### src/rtl/core/llfl_pkg.sv
// ----------------------------------------------------------------------------
// Linked list with free list: shared definitions
// Default sizing, field widths, command codes and status codes.
// ----------------------------------------------------------------------------
package llfl_pkg;

    localparam int NODE_COUNT_DEF = 16;

    localparam int VALUE_W   = 32;
    localparam int POS_W     = 8;
    localparam int OP_W      = 3;
    localparam int ST_W      = 3;
    localparam int IN_DATA_W = VALUE_W + POS_W;

    typedef enum logic [OP_W-1:0] {
        OP_INS_FRONT = 3'd0,
        OP_INS_END   = 3'd1,
        OP_INS_POS   = 3'd2,
        OP_DEL_FRONT = 3'd3,
        OP_DEL_END   = 3'd4,
        OP_DEL_VAL   = 3'd5,
        OP_SEARCH    = 3'd6
    } t_op;

    typedef enum logic [ST_W-1:0] {
        ST_OK        = 3'd0,
        ST_NO_FREE   = 3'd1,
        ST_BAD_POS   = 3'd2,
        ST_RANGE     = 3'd3,
        ST_EMPTY     = 3'd4,
        ST_NOT_FOUND = 3'd5
    } t_status;

endpackage

### src/rtl/core/linked_list_with_free_list.sv
// ----------------------------------------------------------------------------
// Linked list with free list
// Singly linked list held in node value and link memories, with a free chain.
//
// Usage: one command beat enters on the slave stream (op on tuser, value and
// insert position on tdata) and gives exactly one result beat on the master
// stream (status and found position on tdata).
// The block handles one command at a time: tready is high only while it is
// idle. An error or an unused code goes from decode straight to the result;
// insert at front and delete at front need no walk along the list, and the
// longest command walks over every node and then patches a link. The
// walk follows one link per cycle through the single read port of the link
// memory; inserts at the end or at a position, deletes at the end or by value
// and search walk. tready returns together with the result valid.
// After reset the block runs an initialization pass that chains every node
// into the free list; tready stays low during it.
// The result sits in an output register. When the receiver stalls, the block
// still takes the next command and works on it; it waits at the end of that
// command only if the previous result has not yet been taken.
// ----------------------------------------------------------------------------
module linked_list_with_free_list #(
    parameter int NODE_COUNT = llfl_pkg::NODE_COUNT_DEF
) (
    input  logic                                  i_clk,
    input  logic                                  i_rst_n,
    // Command stream
    input  logic                                  i_s_axis_tvalid,
    output logic                                  o_s_axis_tready,
    // tdata: item_value [31:0], list_position [39:32]
    input  logic [llfl_pkg::IN_DATA_W-1:0]        i_s_axis_tdata,
    // tuser: op [2:0]
    input  logic [llfl_pkg::OP_W-1:0]             i_s_axis_tuser,
    // Result stream
    output logic                                  o_m_axis_tvalid,
    input  logic                                  i_m_axis_tready,
    // tdata: status [2:0], found_position [3 +: clog2(NODE_COUNT+1)], zero fill
    output logic [((llfl_pkg::ST_W + $clog2(NODE_COUNT + 1) + 7) / 8) * 8 - 1:0]
                                                  o_m_axis_tdata
);
    import llfl_pkg::*;

    localparam int AW    = (NODE_COUNT > 1) ? $clog2(NODE_COUNT) : 1;
    localparam int IW    = $clog2(NODE_COUNT + 1);
    localparam int KW    = ((IW > POS_W) ? IW : POS_W) + 1;
    localparam int OUT_W = ((ST_W + IW + 7) / 8) * 8;

    // A link equal to the node count marks the end of a chain.
    localparam logic [IW-1:0] NULL_IDX = IW'(NODE_COUNT);
    localparam logic [IW-1:0] WALK_LIM = IW'(NODE_COUNT);
    localparam logic [AW-1:0] INIT_END = AW'(NODE_COUNT - 1);

    typedef enum logic [2:0] {
        S_INIT,
        S_IDLE,
        S_DECODE,
        S_TAKEN,
        S_WALK,
        S_PATCH,
        S_DONE
    } t_state;

    t_state              r_state;
    logic [AW-1:0]       r_init_cnt;
    t_op                 r_op;
    logic [VALUE_W-1:0]  r_value;
    logic [POS_W-1:0]    r_pos;
    logic [IW-1:0]       r_head;
    logic [IW-1:0]       r_free;
    logic [IW-1:0]       r_node;
    logic [IW-1:0]       r_cur;
    logic [IW-1:0]       r_prev;
    logic [IW-1:0]       r_cnt;
    logic [IW-1:0]       r_pa;
    logic [IW-1:0]       r_pd;
    t_status             r_status;
    logic [IW-1:0]       r_found;
    logic                r_out_valid;
    t_status             r_out_status;
    logic [IW-1:0]       r_out_found;

    logic [IW-1:0]       r_link_mem [NODE_COUNT];
    logic [VALUE_W-1:0]  r_value_mem [NODE_COUNT];
    logic [IW-1:0]       r_link_rd;
    logic [VALUE_W-1:0]  r_val_rd;

    logic [AW-1:0]       c_rd_addr;
    logic                c_link_we;
    logic [AW-1:0]       c_link_wa;
    logic [IW-1:0]       c_link_wd;
    logic                c_val_we;

    logic                c_nxt_ok;
    logic                c_pos_more;
    logic                c_first;
    logic                c_match;
    logic                c_adv;

    // Walk decisions, taken on the node whose read data is now registered.
    assign c_nxt_ok   = (r_link_rd < NULL_IDX) && (r_cnt < WALK_LIM);
    assign c_pos_more = (KW'(r_cnt) + KW'(1)) < KW'(r_pos);
    assign c_first    = (r_cnt == IW'(1));
    assign c_match    = (r_val_rd == r_value);

    always_comb begin
        case (r_op)
            OP_INS_END:  c_adv = c_nxt_ok;
            OP_INS_POS:  c_adv = c_nxt_ok && c_pos_more;
            OP_DEL_END:  c_adv = c_nxt_ok;
            OP_DEL_VAL:  c_adv = !c_match && c_nxt_ok;
            OP_SEARCH:   c_adv = !c_match && c_nxt_ok;
            default:     c_adv = 1'b0;
        endcase
    end

    // Memory port control.
    always_comb begin
        c_rd_addr = r_head[AW-1:0];
        c_link_we = 1'b0;
        c_link_wa = r_cur[AW-1:0];
        c_link_wd = r_free;
        c_val_we  = 1'b0;
        case (r_state)
            S_INIT: begin
                c_link_we = 1'b1;
                c_link_wa = r_init_cnt;
                c_link_wd = IW'(r_init_cnt) + IW'(1);
            end
            S_DECODE: begin
                if (r_op == OP_INS_FRONT || r_op == OP_INS_END || r_op == OP_INS_POS) begin
                    c_rd_addr = r_free[AW-1:0];
                end
            end
            S_TAKEN: begin
                c_val_we  = 1'b1;
                c_link_wa = r_free[AW-1:0];
                if (r_op == OP_INS_END) begin
                    c_link_we = 1'b1;
                    c_link_wd = NULL_IDX;
                end else if (r_op == OP_INS_FRONT || r_pos == POS_W'(1)) begin
                    c_link_we = 1'b1;
                    c_link_wd = r_head;
                end
            end
            S_WALK: begin
                c_rd_addr = r_link_rd[AW-1:0];
                if (!c_adv) begin
                    case (r_op)
                        OP_INS_END: begin
                            c_link_we = 1'b1;
                            c_link_wd = r_node;
                        end
                        OP_INS_POS: begin
                            c_link_we = 1'b1;
                            c_link_wa = r_node[AW-1:0];
                            c_link_wd = r_link_rd;
                        end
                        OP_DEL_FRONT, OP_DEL_END: begin
                            c_link_we = 1'b1;
                        end
                        OP_DEL_VAL: begin
                            if (c_match) begin
                                c_link_we = 1'b1;
                                // An inner match unlinks the node from its predecessor.
                                if (!c_first) begin
                                    c_link_wa = r_prev[AW-1:0];
                                    c_link_wd = r_link_rd;
                                end
                            end
                        end
                        default: begin
                            c_link_we = 1'b0;
                        end
                    endcase
                end
            end
            S_PATCH: begin
                c_link_we = 1'b1;
                c_link_wa = r_pa[AW-1:0];
                c_link_wd = r_pd;
            end
            default: begin
                c_link_we = 1'b0;
            end
        endcase
    end

    always_ff @(posedge i_clk) begin
        if (c_link_we) begin
            r_link_mem[c_link_wa] <= c_link_wd;
        end
        r_link_rd <= r_link_mem[c_rd_addr];
    end

    always_ff @(posedge i_clk) begin
        if (c_val_we) begin
            r_value_mem[r_free[AW-1:0]] <= r_value;
        end
        r_val_rd <= r_value_mem[c_rd_addr];
    end

    always_ff @(posedge i_clk) begin
        if (!i_rst_n) begin
            r_state     <= S_INIT;
            r_init_cnt  <= '0;
            r_head      <= NULL_IDX;
            r_free      <= '0;
            r_out_valid <= 1'b0;
        end else begin
            // A result loaded in the done state takes the place of one leaving.
            if (r_out_valid && i_m_axis_tready && r_state != S_DONE) begin
                r_out_valid <= 1'b0;
            end
            case (r_state)
                S_INIT: begin
                    r_init_cnt <= r_init_cnt + AW'(1);
                    if (r_init_cnt == INIT_END) begin
                        r_state <= S_IDLE;
                    end
                end
                S_IDLE: begin
                    if (i_s_axis_tvalid) begin
                        r_op    <= t_op'(i_s_axis_tuser);
                        r_value <= i_s_axis_tdata[VALUE_W-1:0];
                        r_pos   <= i_s_axis_tdata[VALUE_W +: POS_W];
                        r_state <= S_DECODE;
                    end
                end
                S_DECODE: begin
                    r_found  <= '0;
                    r_cur    <= r_head;
                    r_cnt    <= IW'(1);
                    case (r_op)
                        OP_INS_FRONT, OP_INS_END: begin
                            if (r_free >= NULL_IDX) begin
                                r_status <= ST_NO_FREE;
                                r_state  <= S_DONE;
                            end else begin
                                r_status <= ST_OK;
                                r_state  <= S_TAKEN;
                            end
                        end
                        OP_INS_POS: begin
                            if (r_pos == '0) begin
                                r_status <= ST_BAD_POS;
                                r_state  <= S_DONE;
                            end else if (r_free >= NULL_IDX) begin
                                r_status <= ST_NO_FREE;
                                r_state  <= S_DONE;
                            end else if (r_pos != POS_W'(1) && r_head >= NULL_IDX) begin
                                // The node would be taken and given back: no net change.
                                r_status <= ST_RANGE;
                                r_state  <= S_DONE;
                            end else begin
                                r_status <= ST_OK;
                                r_state  <= S_TAKEN;
                            end
                        end
                        OP_DEL_FRONT, OP_DEL_END, OP_DEL_VAL: begin
                            if (r_head >= NULL_IDX) begin
                                r_status <= ST_EMPTY;
                                r_state  <= S_DONE;
                            end else begin
                                r_status <= ST_OK;
                                r_state  <= S_WALK;
                            end
                        end
                        OP_SEARCH: begin
                            if (r_head >= NULL_IDX) begin
                                r_status <= ST_NOT_FOUND;
                                r_state  <= S_DONE;
                            end else begin
                                r_status <= ST_OK;
                                r_state  <= S_WALK;
                            end
                        end
                        default: begin
                            r_status <= ST_OK;
                            r_state  <= S_DONE;
                        end
                    endcase
                end
                S_TAKEN: begin
                    // The link read of the free head is now available.
                    r_node <= r_free;
                    r_free <= r_link_rd;
                    if (r_op == OP_INS_END && r_head >= NULL_IDX) begin
                        r_head  <= r_free;
                        r_state <= S_DONE;
                    end else if (r_op == OP_INS_END ||
                                 (r_op == OP_INS_POS && r_pos != POS_W'(1))) begin
                        r_state <= S_WALK;
                    end else begin
                        r_head  <= r_free;
                        r_state <= S_DONE;
                    end
                end
                S_WALK: begin
                    if (c_adv) begin
                        r_prev <= r_cur;
                        r_cur  <= r_link_rd;
                        r_cnt  <= r_cnt + IW'(1);
                    end else begin
                        case (r_op)
                            OP_INS_POS: begin
                                r_pa    <= r_cur;
                                r_pd    <= r_node;
                                r_state <= S_PATCH;
                            end
                            OP_DEL_FRONT: begin
                                r_free  <= r_cur;
                                r_head  <= r_link_rd;
                                r_state <= S_DONE;
                            end
                            OP_DEL_END: begin
                                r_free <= r_cur;
                                if (c_first) begin
                                    r_head  <= NULL_IDX;
                                    r_state <= S_DONE;
                                end else begin
                                    r_pa    <= r_prev;
                                    r_pd    <= NULL_IDX;
                                    r_state <= S_PATCH;
                                end
                            end
                            OP_DEL_VAL: begin
                                if (c_match) begin
                                    r_free <= r_cur;
                                    if (c_first) begin
                                        r_head  <= r_link_rd;
                                        r_state <= S_DONE;
                                    end else begin
                                        r_pa    <= r_cur;
                                        r_pd    <= r_free;
                                        r_state <= S_PATCH;
                                    end
                                end else begin
                                    r_status <= ST_NOT_FOUND;
                                    r_state  <= S_DONE;
                                end
                            end
                            OP_SEARCH: begin
                                if (c_match) begin
                                    r_found <= r_cnt;
                                end else begin
                                    r_status <= ST_NOT_FOUND;
                                end
                                r_state <= S_DONE;
                            end
                            default: begin
                                r_state <= S_DONE;
                            end
                        endcase
                    end
                end
                S_PATCH: begin
                    r_state <= S_DONE;
                end
                S_DONE: begin
                    if (!r_out_valid || i_m_axis_tready) begin
                        r_out_valid  <= 1'b1;
                        r_out_status <= r_status;
                        r_out_found  <= r_found;
                        r_state      <= S_IDLE;
                    end
                end
                default: begin
                    r_state <= S_IDLE;
                end
            endcase
        end
    end

    assign o_s_axis_tready = (r_state == S_IDLE);
    assign o_m_axis_tvalid = r_out_valid;
    assign o_m_axis_tdata  = OUT_W'({r_out_found, r_out_status});

    // The block works on one command at a time.
    a_busy_after_accept: assert property (@(posedge i_clk) disable iff (!i_rst_n)
        (i_s_axis_tvalid && o_s_axis_tready) |=> !o_s_axis_tready)
        else $error("command accepted while a command is in progress");

    // The list and the free chain never start at the same node.
    a_chains_disjoint: assert property (@(posedge i_clk) disable iff (!i_rst_n)
        !((r_head < NULL_IDX) && (r_head == r_free)))
        else $error("list head and free head point to the same node");

    // A walk only ever visits real nodes.
    a_walk_on_node: assert property (@(posedge i_clk) disable iff (!i_rst_n)
        (r_state == S_WALK) |-> (r_cur < NULL_IDX))
        else $error("list walk reached a null link");

endmodule
### config.mk
export PLATFORM = sky130hd
export DESIGN_NAME = linked_list_with_free_list
export DESIGN_NICKNAME = d
export VERILOG_FILES = /design/src/rtl/core/llfl_pkg.sv /design/src/rtl/core/linked_list_with_free_list.sv
export SDC_FILE = /design/constraint.sdc
export NUM_CORES = 1
export LEC_CHECK = 0
export BUFFER_PORTS_ARGS = -buffer_cell sky130_fd_sc_hd__buf_2
export CAP_MARGIN = 30
export CORE_MARGIN = 2
export CORE_UTILIZATION = 50
export DETAILED_ROUTE_END_ITERATION = 16
export PLACE_DENSITY_LB_ADDON = 0.05
export SLEW_MARGIN = 40
export SYNTH_ARGS = -nofsm -noshare
export SYNTH_HDL_FRONTEND = slang
export SYNTH_SLANG_ARGS = --single-unit
export TNS_END_PERCENT = 50
### constraint.sdc
create_clock -name i_clk -period 5.6 [get_ports i_clk]
set_input_delay 0.28 -clock i_clk [delete_from_list [all_inputs] [get_ports i_clk]]
set_output_delay 0.28 -clock i_clk [all_outputs]
set_load 0.01 [all_outputs]
==> key figures, run 1 <==
Synth
  • Synth Register Bits: 734
  • Post-Synthesis Cells: 2228
  • Ys async rst share: 0%
  • Sequential-to-total area share from yosys stat: a little under three quarters
  • Library cells used by synthesis: 75
  • Cell Area, Synth: 30130 sq um
  • Synth Area per Inst: approximately 14 sq um
  • Main flop type after synthesis: edfxtp_1
  • Mapped Nets: 2283
  • Synth warnings: 0
  • Post-synth EDFFs: a little under 700

Clock network
  • CTS tree: yes
  • Htree depth: 3
  • Root buf cell: clkbuf_16
  • Num CTS Buffers: 77
  • Setup bufs post-CTS: 0
  • CTS Sinks: 734
  • Worst-skew pair later-pin latency: 0.61 ns
  • Clk buf depth: 3
  • CTS clk-pin slew, worst paths: 0.06 ns
  • Post-CTS Resized: 0

Floorplan
  • I/O Pins: 57
  • Die area: 62240 sq um
  • Die height: roughly 250 um
  • Site row count: 89
  • CORE AREA: between 50000 and 60000 sq um
  • Initial Utilization: between 50% and 60%
  • Horiz. Die Dim: 249.5 um

Finish
  • Layout area overhead: 15.09%
  • Layout cells sized above 1: 12.00%
  • Final nets: 2374
  • # diodes: 0

Critical path
  • Req. time, crit path: 5.84 ns
  • Startpoint types: flip-flop
  • Setup CP Type: reg -> reg
  • CP Max Fanout: 17
  • Crit path arrival time: between 4 and 5 ns
  • CP endpoint kind: flip-flop

Drt
  • DRT Pass-1 Iters: 5
  • Routed via count: 18.78k
  • Post-DRT Antenna Nets: 0
  • Drt wl/cell: approximately 24 um
  • Drt first-iter violations: 1773
  • Routed wire length: between 70 and 80 mm
  • Via density per instance: a little under 6
  • Residual DRC: 0

Global routing
  • First-pass GRT wire length: 113.7 mm
  • Total gr overflow: 0
  • Via count of the first global-routing pass: 18.32k
  • GRT Util Overall: 24.29%
  • Largest net degree at the start of global routing: 73
  • Initial antenna violation count: 1

STA
  • Final TNS setup: 0 ns
  • Fmax: between 200 and 250 MHz
  • Final worst setup slack: roughly 0.96 ns
  • Final period util: 82.92%
  • Setup skew after layout: 0.01525 ns
  • Pins Over Slew Limit: 0
  • Worst Tran Pin Value: approximately 0.85 ns
  • Final Critical Period: 4.644 ns
  • Final setup violation count: 0
  • Final hold violations: 0
  • Slew HR: ~43%
  • RSZ-0062 raised after global routing: false

Placed design
  • GP Congestion: roughly 0.94
  • DP Wirelength: 43.64 mm
  • Dpl ws: 1.018 ns
  • Port bufs: 56

Status
  • Status: finished, final reports clean

Power
  • Maximum vdd drop: 259.1 uV
  • Pleak: 11.50 nW
  • Power Density: between 300 and 400 nW/um^2

Hold path
  • Type of the worst min-delay path: in -> reg

Flow run
  • Max_cap viols: 0
logic make-up (layout without fill, tap and decap cells):
| group | after synthesis | after routing | share of synthesized area [%] |
|---|---|---|---|
| AOI/OAI and AO/OA | 569 | 569 | 13.45 |
| and+or+nand+nor | 687 | 687 | 10.68 |
| buffers and inverters | 175 | 331 | 2.554 |
| muxes | 12 | 12 | 0.4111 |
| DFF | 734 | 734 | 71.33 |
| xor gates and xnor gates | 43 | 43 | 1.250 |
| adders and majority gates | 8 | 8 | 0.3322 |
what timing repair did:
action | 4_1_cts | 5_1_grt
endpoints found under the setup margin | 0 | 0
endpoints found under the hold margin | 45 | 0
hold buffers | 45 | 0
cell type report:
type	instances	area, sq um
fill	4638	24680
sequential	734	21490
multi-input combinational	1319	8055
clock buffer	116	2238
timing repair buffer	170	1627
tap	773	967.2
clock inverter	28	231.5
inverter	17	63.81
registers in the layout, indices dropped and copies added, names as in the netlist:
name / cells
r_value: 32
r_prev: 4
r_cnt: 5
o_m_axis_tvalid: 1
r_pd: 5
r_link_rd: 5
r_val_rd: 32
r_cur: 5
r_out_status: 3
r_found: 5
r_node: 5
r_init_cnt: 4
r_state: 3
r_pa: 4
r_free: 5
r_link_mem: 80
r_pos: 8
r_head: 5
r_status: 3
r_out_found: 5
r_value_mem: 512
r_op: 3
layer usage:
metal	track usage [%]	vias up	part of all wire [%]
li1	-	8693	-
met1	35.63	9281	45
met2	37.32	684	46
met3	3.974	125	6.4
met4	7.711	0	2.5
met5	0	-	0
report_power, final:
group          switching [W]  internal (W)
logic               0.000426      0.000245
clock network        0.00207       0.00291
registers           0.000124       0.00612
cells in the mapped netlist, types with 8 or more instances:
cell type	n	area [sq um]
a211oi_1	192	1441
a21o_1	8	60.06
a21oi_1	102	510.5
a311oi_1	74	648.1
a31oi_1	80	500.5
and2_0	53	331.6
and2_1	109	681.9
buf_2	39	195.2
clkbuf_1	101	379.1
dfxtp_1	55	1101
edfxtp_1	679	20390
ha_1	8	100.1
inv_1	17	63.81
mux2i_1	9	90.09
nand2_1	366	1374
nand2b_1	10	62.56
nand3_1	11	55.05
nand4_1	9	56.30
nor2_1	80	300.3
nor3_1	19	95.09
o21ai_0	27	135.1
xnor2_1	38	332.8
worst max-delay path, cell delays in order, from the launching register on:
cell and delay [ns]:
edfxtp_1 0.60, xnor2_1 0.43, nand4_1 0.25, nor4_4 0.71, nand2_1 0.48, a31oi_1 0.68
a31o_2 0.32, o2111ai_1 0.27, nor2_1 0.51
per-stage QoR:
| stage | area (sq um) | hold WS [ns] | util, % | instances | power, W |
|---|---|---|---|---|---|
| 2_1_floorplan | 30130 | 0.3789 | - | 2228 | 0.006718 |
| 3_3_place_gp | 31560 | 0.4021 | 53.17 | 2959 | 0.006985 |
| 4_1_cts | 34640 | 0.1641 | 58.36 | 3156 | 0.01197 |
| 6_report | 34680 | 0.2048 | 58.42 | 3157 | 0.01189 |
| 5_1_grt | 34680 | 0.2309 | 58.42 | 3157 | 0.01228 |
| 3_5_place_dp | 31720 | 0.4064 | 53.44 | 2967 | 0.006996 |
path summary, 6_finish.rpt:
kind / cells past startpoint / slack [ns] / endpoint / startpoint
worst min register to register: 0 / 0.42 / r_out_found[1]$_DFFE_PP_ / r_found[1]$_SDFFCE_PN0P_
worst max register to register: 8 / 0.96 / r_link_mem[10][3]$_DFFE_PP_ / r_value[28]$_DFFE_PP_
worst max-delay path: 8 / 0.96 / r_link_mem[10][3]$_DFFE_PP_ / r_value[28]$_DFFE_PP_
worst min-delay path: 5 / 0.20 / r_state[1]$_SDFFE_PN0P_ / i_s_axis_tvalid
placed cells by master, fill, tap and decap left out, types with 38 or more instances in the layout:
master	count
edfxtp_1	679
nand2_1	365
a211oi_1	191
and2_1	109
a21oi_1	101
clkbuf_16	81
a31oi_1	80
a311oi_1	74
nor2_1	68
buf_2	56
and2_0	53
dfxtp_1	53
dlygate4sd3_1	45
buf_4	39
xnor2_1	38
No activity file was read; power rests on OpenSTA's default activity.
==> run 2: changes to the inputs <==
Clock period 5.6 ns to 3.9 ns, I/O delays scaled along.
==> key figures, run 2 (synthesis gave the netlist of run 1 again) <==
Placed design
  • DP Wirelength: 43.90 mm (+0.59%)
  • GP Congestion: 0.9260 (-1.2%)
  • Port bufs: 56 (unchanged)
  • Area after DPL: 32130 sq um (+1.3%)
  • Dpl cells: 3023 (+1.9%)
  • Dpl ws: 0.2920 ns (-0.7259 ns)

Critical path
  • R2r endpoint: r_link_mem[15][2]$_DFFE_PP_
  • CP max-delay cell: edfxtp_1
  • Crit path arrival time: 3.96 ns (-0.92 ns)
  • CP endpoint kind: flip-flop
  • Largest delay share family, worst path: simple AND/OR/NAND/NOR gates
  • Reg2reg setup slack: 0.20 ns (-0.76 ns)
  • Critical Path Max Stage Delay: 0.61 ns (-0.10 ns)
  • Most used cell, CP: nand2_1
  • WP buf/inv: 0 (unchanged)
  • CP Cell Sequence: xnor2_1 -> nand4_1 -> nor4_4 -> nand2_1 -> o311a_1 -> a32oi_1 -> nand2_1 -> nor2_1
  • Worst Setup SP: r_value[20]$_DFFE_PP_
  • Setup CP Type: reg -> reg
  • R2r worst-path depth: 8 (unchanged)
  • Worst r2r src: r_value[20]$_DFFE_PP_
  • Req. time, crit path: 4.16 ns (-1.68 ns)
  • Startpoint types: flip-flop
  • CP Max Fanout: 17 (unchanged)

Power
  • Power Density: 488.2 nW/um^2 (+42%)
  • Switching fraction of total power: 22.12% (+0.14 points)
  • Clock power frac: 41.6% (-0.2 points)
  • Logic pwr share: 6.2% (+0.6 points)
  • NetSw: 0.003781 W (+45%)
  • Internal power: 0.01331 W (+43%)
  • Maximum vdd drop: 368.4 uV (+42%)
  • Pleak: 11.72 nW (+1.9%)
  • Sequential Power Share: 52.2% (-0.3 points)

Flow run
  • Max_cap viols: 0 (unchanged)

Floorplan
  • Die area: 62240 sq um (unchanged)
  • CORE AREA: 59350 sq um (unchanged)
  • I/O Pins: 57 (unchanged)
  • Initial Utilization: 50.76% (unchanged)
  • Die height: 249.5 um (unchanged)
  • Horiz. Die Dim: 249.5 um (unchanged)
  • Site row count: 89 (unchanged)

Clock network
  • CTS clk-pin slew, worst paths: 0.06 ns (about the same)
  • Clk buf depth: 3 (unchanged)
  • CTS Sinks: 734 (unchanged)
  • Worst-skew pair later-pin latency: 0.61 ns (about the same)
  • CTS tree: yes
  • Htree depth: 3 (unchanged)
  • Root buf cell: clkbuf_16
  • Num CTS Buffers: 76 (-1.3%)
  • Post-CTS Resized: 0 (unchanged)

STA
  • Final period util: 94.90% (+12 points)
  • RSZ-0062 raised after global routing: false
  • Final worst setup slack: 0.1991 ns (-0.7573 ns)
  • Setup skew after layout: 0.01659 ns (+0.001332 ns)
  • Final hold violations: 0 (unchanged)
  • Slew HR: 42.69% (-0.51 points)
  • Pins Over Slew Limit: 0 (unchanged)
  • Final Critical Period: 3.701 ns (-0.9427 ns)
  • Fmax: 270.2 MHz (+25%)
  • Worst Tran Pin Value: 0.8564 ns (+0.004470 ns)
  • Final TNS setup: 0 ns (unchanged)
  • Final setup violation count: 0 (unchanged)

Finish
  • Max reg flops: 512 (unchanged)
  • Layout area overhead: 16.20%
  • Non-Filler Cell Area, Final: 35010 sq um (+0.96%)
  • Fill cells: 4676 (+0.82%)
  • Post-route core utilization: 58.99% (+0.56 points)
  • # diodes: 0 (unchanged)
  • Leading cell types in the layout, fill and taps excluded: 679 x edfxtp_1, 366 x nand2_1, 191 x a211oi_1, 109 x and2_1, 101 x a21oi_1
  • Final nets: 2428 (+2.3%)
  • Commonest non-fill, non-tap cell in the layout: edfxtp_1
  • Fin cells: 3207 (+1.6%)
  • Layout cells sized above 1: 13.76% (+1.8 points)

Drt
  • Post-DRT Antenna Nets: 0 (unchanged)
  • DRT Pass-1 Iters: 7 (+2)
  • Residual DRC: 0 (unchanged)
  • Routed via count: 19.13k (+1.9%)
  • Drt first-iter violations: 1818 (+2.5%)
  • Routed wire length: 77.45 mm (+2.9%)
  • Drt wl/cell: 24.15 um (+1.3%)
  • Via density per instance: 5.966 (+0.27%)

Global routing
  • GR peak layer: met2
  • GRT met1 Usage: 35.71% (+0.084 points)
  • First-pass GRT wire length: 115.8 mm (+1.8%)
  • GRT Util Overall: 24.80% (+0.51 points)
  • Via count of the first global-routing pass: 18.45k (+0.67%)
  • Total gr overflow: 0 (unchanged)
  • GRT met3 Usage: 3.744% (-0.23 points)
  • Initial antenna violation count: 2 (+1)
  • Largest net degree at the start of global routing: 100 (+37%)
  • Met2 usage: 39.40% (+2.1 points)

Status
  • Status: finished, final reports clean

Hold path
  • Hold path endpoint: r_state[1]$_SDFFE_PN0P_
  • Hold depth: 5 (unchanged)
  • Type of the worst min-delay path: in -> reg
  • Hold path start: i_s_axis_tvalid
[run 2: changes by cell type in the layout (fill, tap and decap cells not counted), sizes merged]
cell / before / now
clkbuf: 116 / 94
buf: 125 / 180
inv: 20 / 21
bufinv: 3 / 7
clkinv: 20 / 32
[run 2: how the worst max path moves through the flow]
stage / slack [ns] / cells past startpoint / end
5_1_grt: 0.002 / 11 / r_link_mem[0][1]$_DFFE_PP_
4_1_cts: 0.25 / 8 / r_link_mem[11][1]$_DFFE_PP_
3_5_place_dp: 0.29 / 8 / r_link_mem[11][3]$_DFFE_PP_
3_3_place_gp: 0.36 / 11 / r_link_mem[0][0]$_DFFE_PP_
2_1_floorplan: 0.14 / 6 / r_value_mem[8][0]$_DFFE_PP_
6_report: 0.20 / 8 / r_link_mem[15][2]$_DFFE_PP_
[run 2: timing repair]
action,4_1_cts,5_1_grt
buffers inserted,0,0
hold buffers,45,0
endpoints found under the hold margin,51,0
[run 2: power by group through the flow]
stage	Combinational [W]	Sequential [W]	Clock, W
finish	0.00107	0.00892	0.00711
global route	0.00116	0.00893	0.00756
CTS	0.00106	0.00891	0.00725
detailed placement	0.00102	0.00908	0
global placement	0.00101	0.00908	0
floorplan	0.000609	0.00904	0
[run 2: worst min-delay path: stages]
cell and delay [ns]:
buf_2 0.10, o211ai_1 0.08, o21ai_0 0.08, a31oi_1 0.06, o21ai_0 0.14
[run 2: layout make-up]
class                           instances  area (sq um)  area share [%]
Timing Repair Buffer                  225          2012           5.747
Clock buffer                           94          2001           5.715
Sequential cell                       734         21490           61.38
Inverter                               17         63.81          0.1823
Clock inverter                         45         421.7           1.204
Multi-Input combinational cell       1319          8054           23.00
Tap cell                              773         967.2           2.763
[run 2: layer usage]
layer / routed length [um] / share of wire, % / vias to the layer above
li1: - / - / 8802
met1: 34330 / 44 / 9552
met2: 36440 / 47 / 669
met3: 5071 / 6.5 / 109
met4: 1609 / 2.1 / 0
met5: 0 / 0 / -
[run 2: per-stage QoR]
step                hold WS (ns)  total power [W]
floorplan                 0.2939         0.009646
global route             0.09168          0.01765
CTS                      0.07085          0.01723
finish                   0.09664          0.01709
global placement          0.3734          0.01009
detailed placement        0.3731          0.01010
==> run 3: changes to the inputs <==
Settings changed: GPL_TIMING_DRIVEN from default to 0.
==> key figures, run 3 (synthesis gave the netlist of run 1 again) <==
Drt
  • Drt wl/cell: 26.60 um (+10%)
  • Via density per instance: 6.063 (+1.6%)
  • Drt first-iter violations: 2111 (+16%)
  • Routed wire length: 88.82 mm (+15%)
  • Post-DRT Antenna Nets: 0 (unchanged)
  • Residual DRC: 0 (unchanged)
  • Routed via count: 20.25k (+5.8%)
  • DRT Pass-1 Iters: 6 (-1)

Flow run
  • Max_cap viols: 0 (unchanged)

Critical path
  • Critical Path Max Stage Delay: 0.66 ns (+0.05 ns)
  • Crit path depth: 10 (+2)
  • CP endpoint kind: flip-flop
  • CP Cell Sequence: buf_2 -> nor3b_2 -> and2_1 -> a221o_1 -> buf_2 -> clkbuf_1 -> clkbuf_1 -> a311oi_1 -> a21oi_1 -> a21oi_1
  • R2r worst-path depth: 10 (+2)
  • Crit path arrival time: 4.31 ns (+0.35 ns)
  • R2r endpoint: r_val_rd[22]$_DFF_P_
  • Reg2reg setup slack: 0.06 ns (-0.14 ns)
  • Worst Setup EP: r_val_rd[22]$_DFF_P_
  • Worst Setup SP: r_state[1]$_SDFFE_PN0P_
  • CP max-delay cell: clkbuf_1
  • Req. time, crit path: 4.37 ns (+0.21 ns)
  • Setup CP Type: reg -> reg
  • Worst r2r src: r_state[1]$_SDFFE_PN0P_
  • WP buf/inv: 4 (+4)
  • Startpoint types: flip-flop
  • Largest delay share family, worst path: buffers and inverters
  • CP Max Fanout: 10 (-7)

Clock network
  • CTS clk-pin slew, worst paths: 0.06 ns (about the same)
  • CTS tree: yes
  • CTS Sinks: 734 (unchanged)
  • Worst-skew pair later-pin latency: 0.62 ns (about the same)
  • Num CTS Buffers: 77 (+1.3%)
  • Htree depth: 3 (unchanged)
  • Root buf cell: clkbuf_16
  • Clk buf depth: 3 (unchanged)

Finish
  • Fill cells: 4709 (+0.71%)
  • Layout cells sized above 1: 15.98% (+2.2 points)
  • # diodes: 0 (unchanged)
  • Register Area: 21490 sq um (unchanged)
  • Multi-input gate area: 8285 sq um (+2.9%)
  • Max reg flops: 512 (unchanged)
  • Non-Filler Cell Area, Final: 35900 sq um (+2.5%)
  • Final nets: 2561 (+5.5%)
  • Layout area overhead: 19.14%
  • Leading cell types in the layout, fill and taps excluded: 679 x edfxtp_1, 366 x nand2_1, 191 x a211oi_1, 119 x clkbuf_1, 109 x and2_1
  • Commonest non-fill, non-tap cell in the layout: edfxtp_1

Power
  • Overall power: 0.01740 W (+1.8%)
  • Power Density: 484.7 nW/um^2 (-0.73%)
  • Pleak: 12.08 nW (+3.1%)
  • Maximum vdd drop: 452.1 uV (+23%)

Floorplan
  • CORE AREA: 59350 sq um (unchanged)
  • Initial Utilization: 50.76% (unchanged)
  • Horiz. Die Dim: 249.5 um (unchanged)
  • Site row count: 89 (unchanged)
  • I/O Pins: 57 (unchanged)
  • Die area: 62240 sq um (unchanged)
  • Die height: 249.5 um (unchanged)

Hold path
  • Type of the worst min-delay path: in -> reg

STA
  • Worst Tran Pin Value: 0.9015 ns (+0.04503 ns)
  • RSZ-0062 raised after global routing: true
  • Fmax: 260.3 MHz (-3.7%)
  • Slew HR: 39.90% (-2.8 points)
  • Pins Over Slew Limit: 0 (unchanged)
  • Final hold violations: 0 (unchanged)
  • Final setup violation count: 0 (unchanged)
  • Final Critical Period: 3.842 ns (+0.1413 ns)
  • Final period util: 98.52% (+3.6 points)
  • Setup skew after layout: 0.01559 ns (-0.001002 ns)

Placed design
  • GP Congestion: 0.8985 (-3.0%)
  • DP Wirelength: 61.44 mm (+40%)
  • Area after DPL: 32290 sq um (+0.49%)
  • Port bufs: 56 (unchanged)

Global routing
  • Via count of the first global-routing pass: 19.94k (+8.1%)
  • Total gr overflow: 0 (unchanged)
  • Largest net degree at the start of global routing: 34 (-66%)
  • GRT Util Overall: 28.41% (+3.6 points)
  • First-pass GRT wire length: 130.0 mm (+12%)
  • Initial antenna violation count: 2 (unchanged)

Status
  • Status: finished, final reports clean
==> run 3: layout make-up <==
class                   instances  area share [%]
well taps                     773           2.694
clock buffers                 108           6.037
repair buffers                199           5.215
clock inverters                31          0.9446
multi-input cells            1319           23.08
inverters                      17          0.1778
plain buffers                 158           1.980
flip-flops and latches        734           59.87
==> run 3: timing repair <==
item / 4_1_cts / 5_1_grt
hold endpoints to repair: 44 / 0
setup endpoints to repair: 187 / 125
hold buffers: 44 / 0
cloned: 0 / 0
resized for setup: 26 / 25
buffers inserted: 7 / 40
pin swaps: 3 / 1
==> run 3: power by group <==
group	total, W	switching (W)	internal, W
clock network	0.00732	0.00303	0.00429
logic	0.00115	0.000742	0.000405
registers	0.00893	0.000144	0.00879
==> run 3: metal layers <==
metal | vias up | global-route usage, % | wire, um | share of wire, %
met5 | - | 0 | 0 | 0
met1 | 10240 | 40.19 | 38450 | 43
met2 | 801 | 45.26 | 41390 | 47
li1 | 9061 | - | - | -
met4 | 0 | 8.055 | 2439 | 2.7
met3 | 145 | 5.309 | 6542 | 7.4
==> run 3: worst min path at each step <==
stage | from | endpoint | slack [ns] | depth (start not counted)
4_1_cts | i_rst_n | r_free[4]$_SDFFE_PN0P_ | 0.05 | 3
5_1_grt | i_s_axis_tvalid | r_value[31]$_DFFE_PP_ | 0.13 | 2
6_report | i_rst_n | r_free[4]$_SDFFE_PN0P_ | 0.11 | 3
3_5_place_dp | i_s_axis_tdata[32] | r_pos[0]$_DFFE_PP_ | 0.37 | 1
2_1_floorplan | i_s_axis_tuser[0] | r_op[0]$_DFFE_PP_ | 0.29 | 0
3_3_place_gp | i_s_axis_tdata[12] | r_value[12]$_DFFE_PP_ | 0.37 | 1
==> run 3: worst register-to-register path: cells and delay by family (launching register included) <==
kind	cells	cell delay (ns)
flops	1	0.31
simple gates	2	0.84
buf+inv	4	1.75
compound gates	4	0.79
==> run 3: metrics by stage <==
stage	worst slack, ns	std cells	utilization, %	hold WS, ns	TNS, ns
6_report	0.05778	3339	60.48	0.1109	0
5_1_grt	-0.02707	3339	60.48	0.1291	-0.2417
4_1_cts	-0.0005791	3299	59.65	0.04669	-0.002709
3_5_place_dp	-0.8544	3109	54.40	0.3731	-105.83
3_3_place_gp	-2.903	3057	52.87	0.3710	-807.98
2_1_floorplan	0.1424	2228	-	0.2939	0
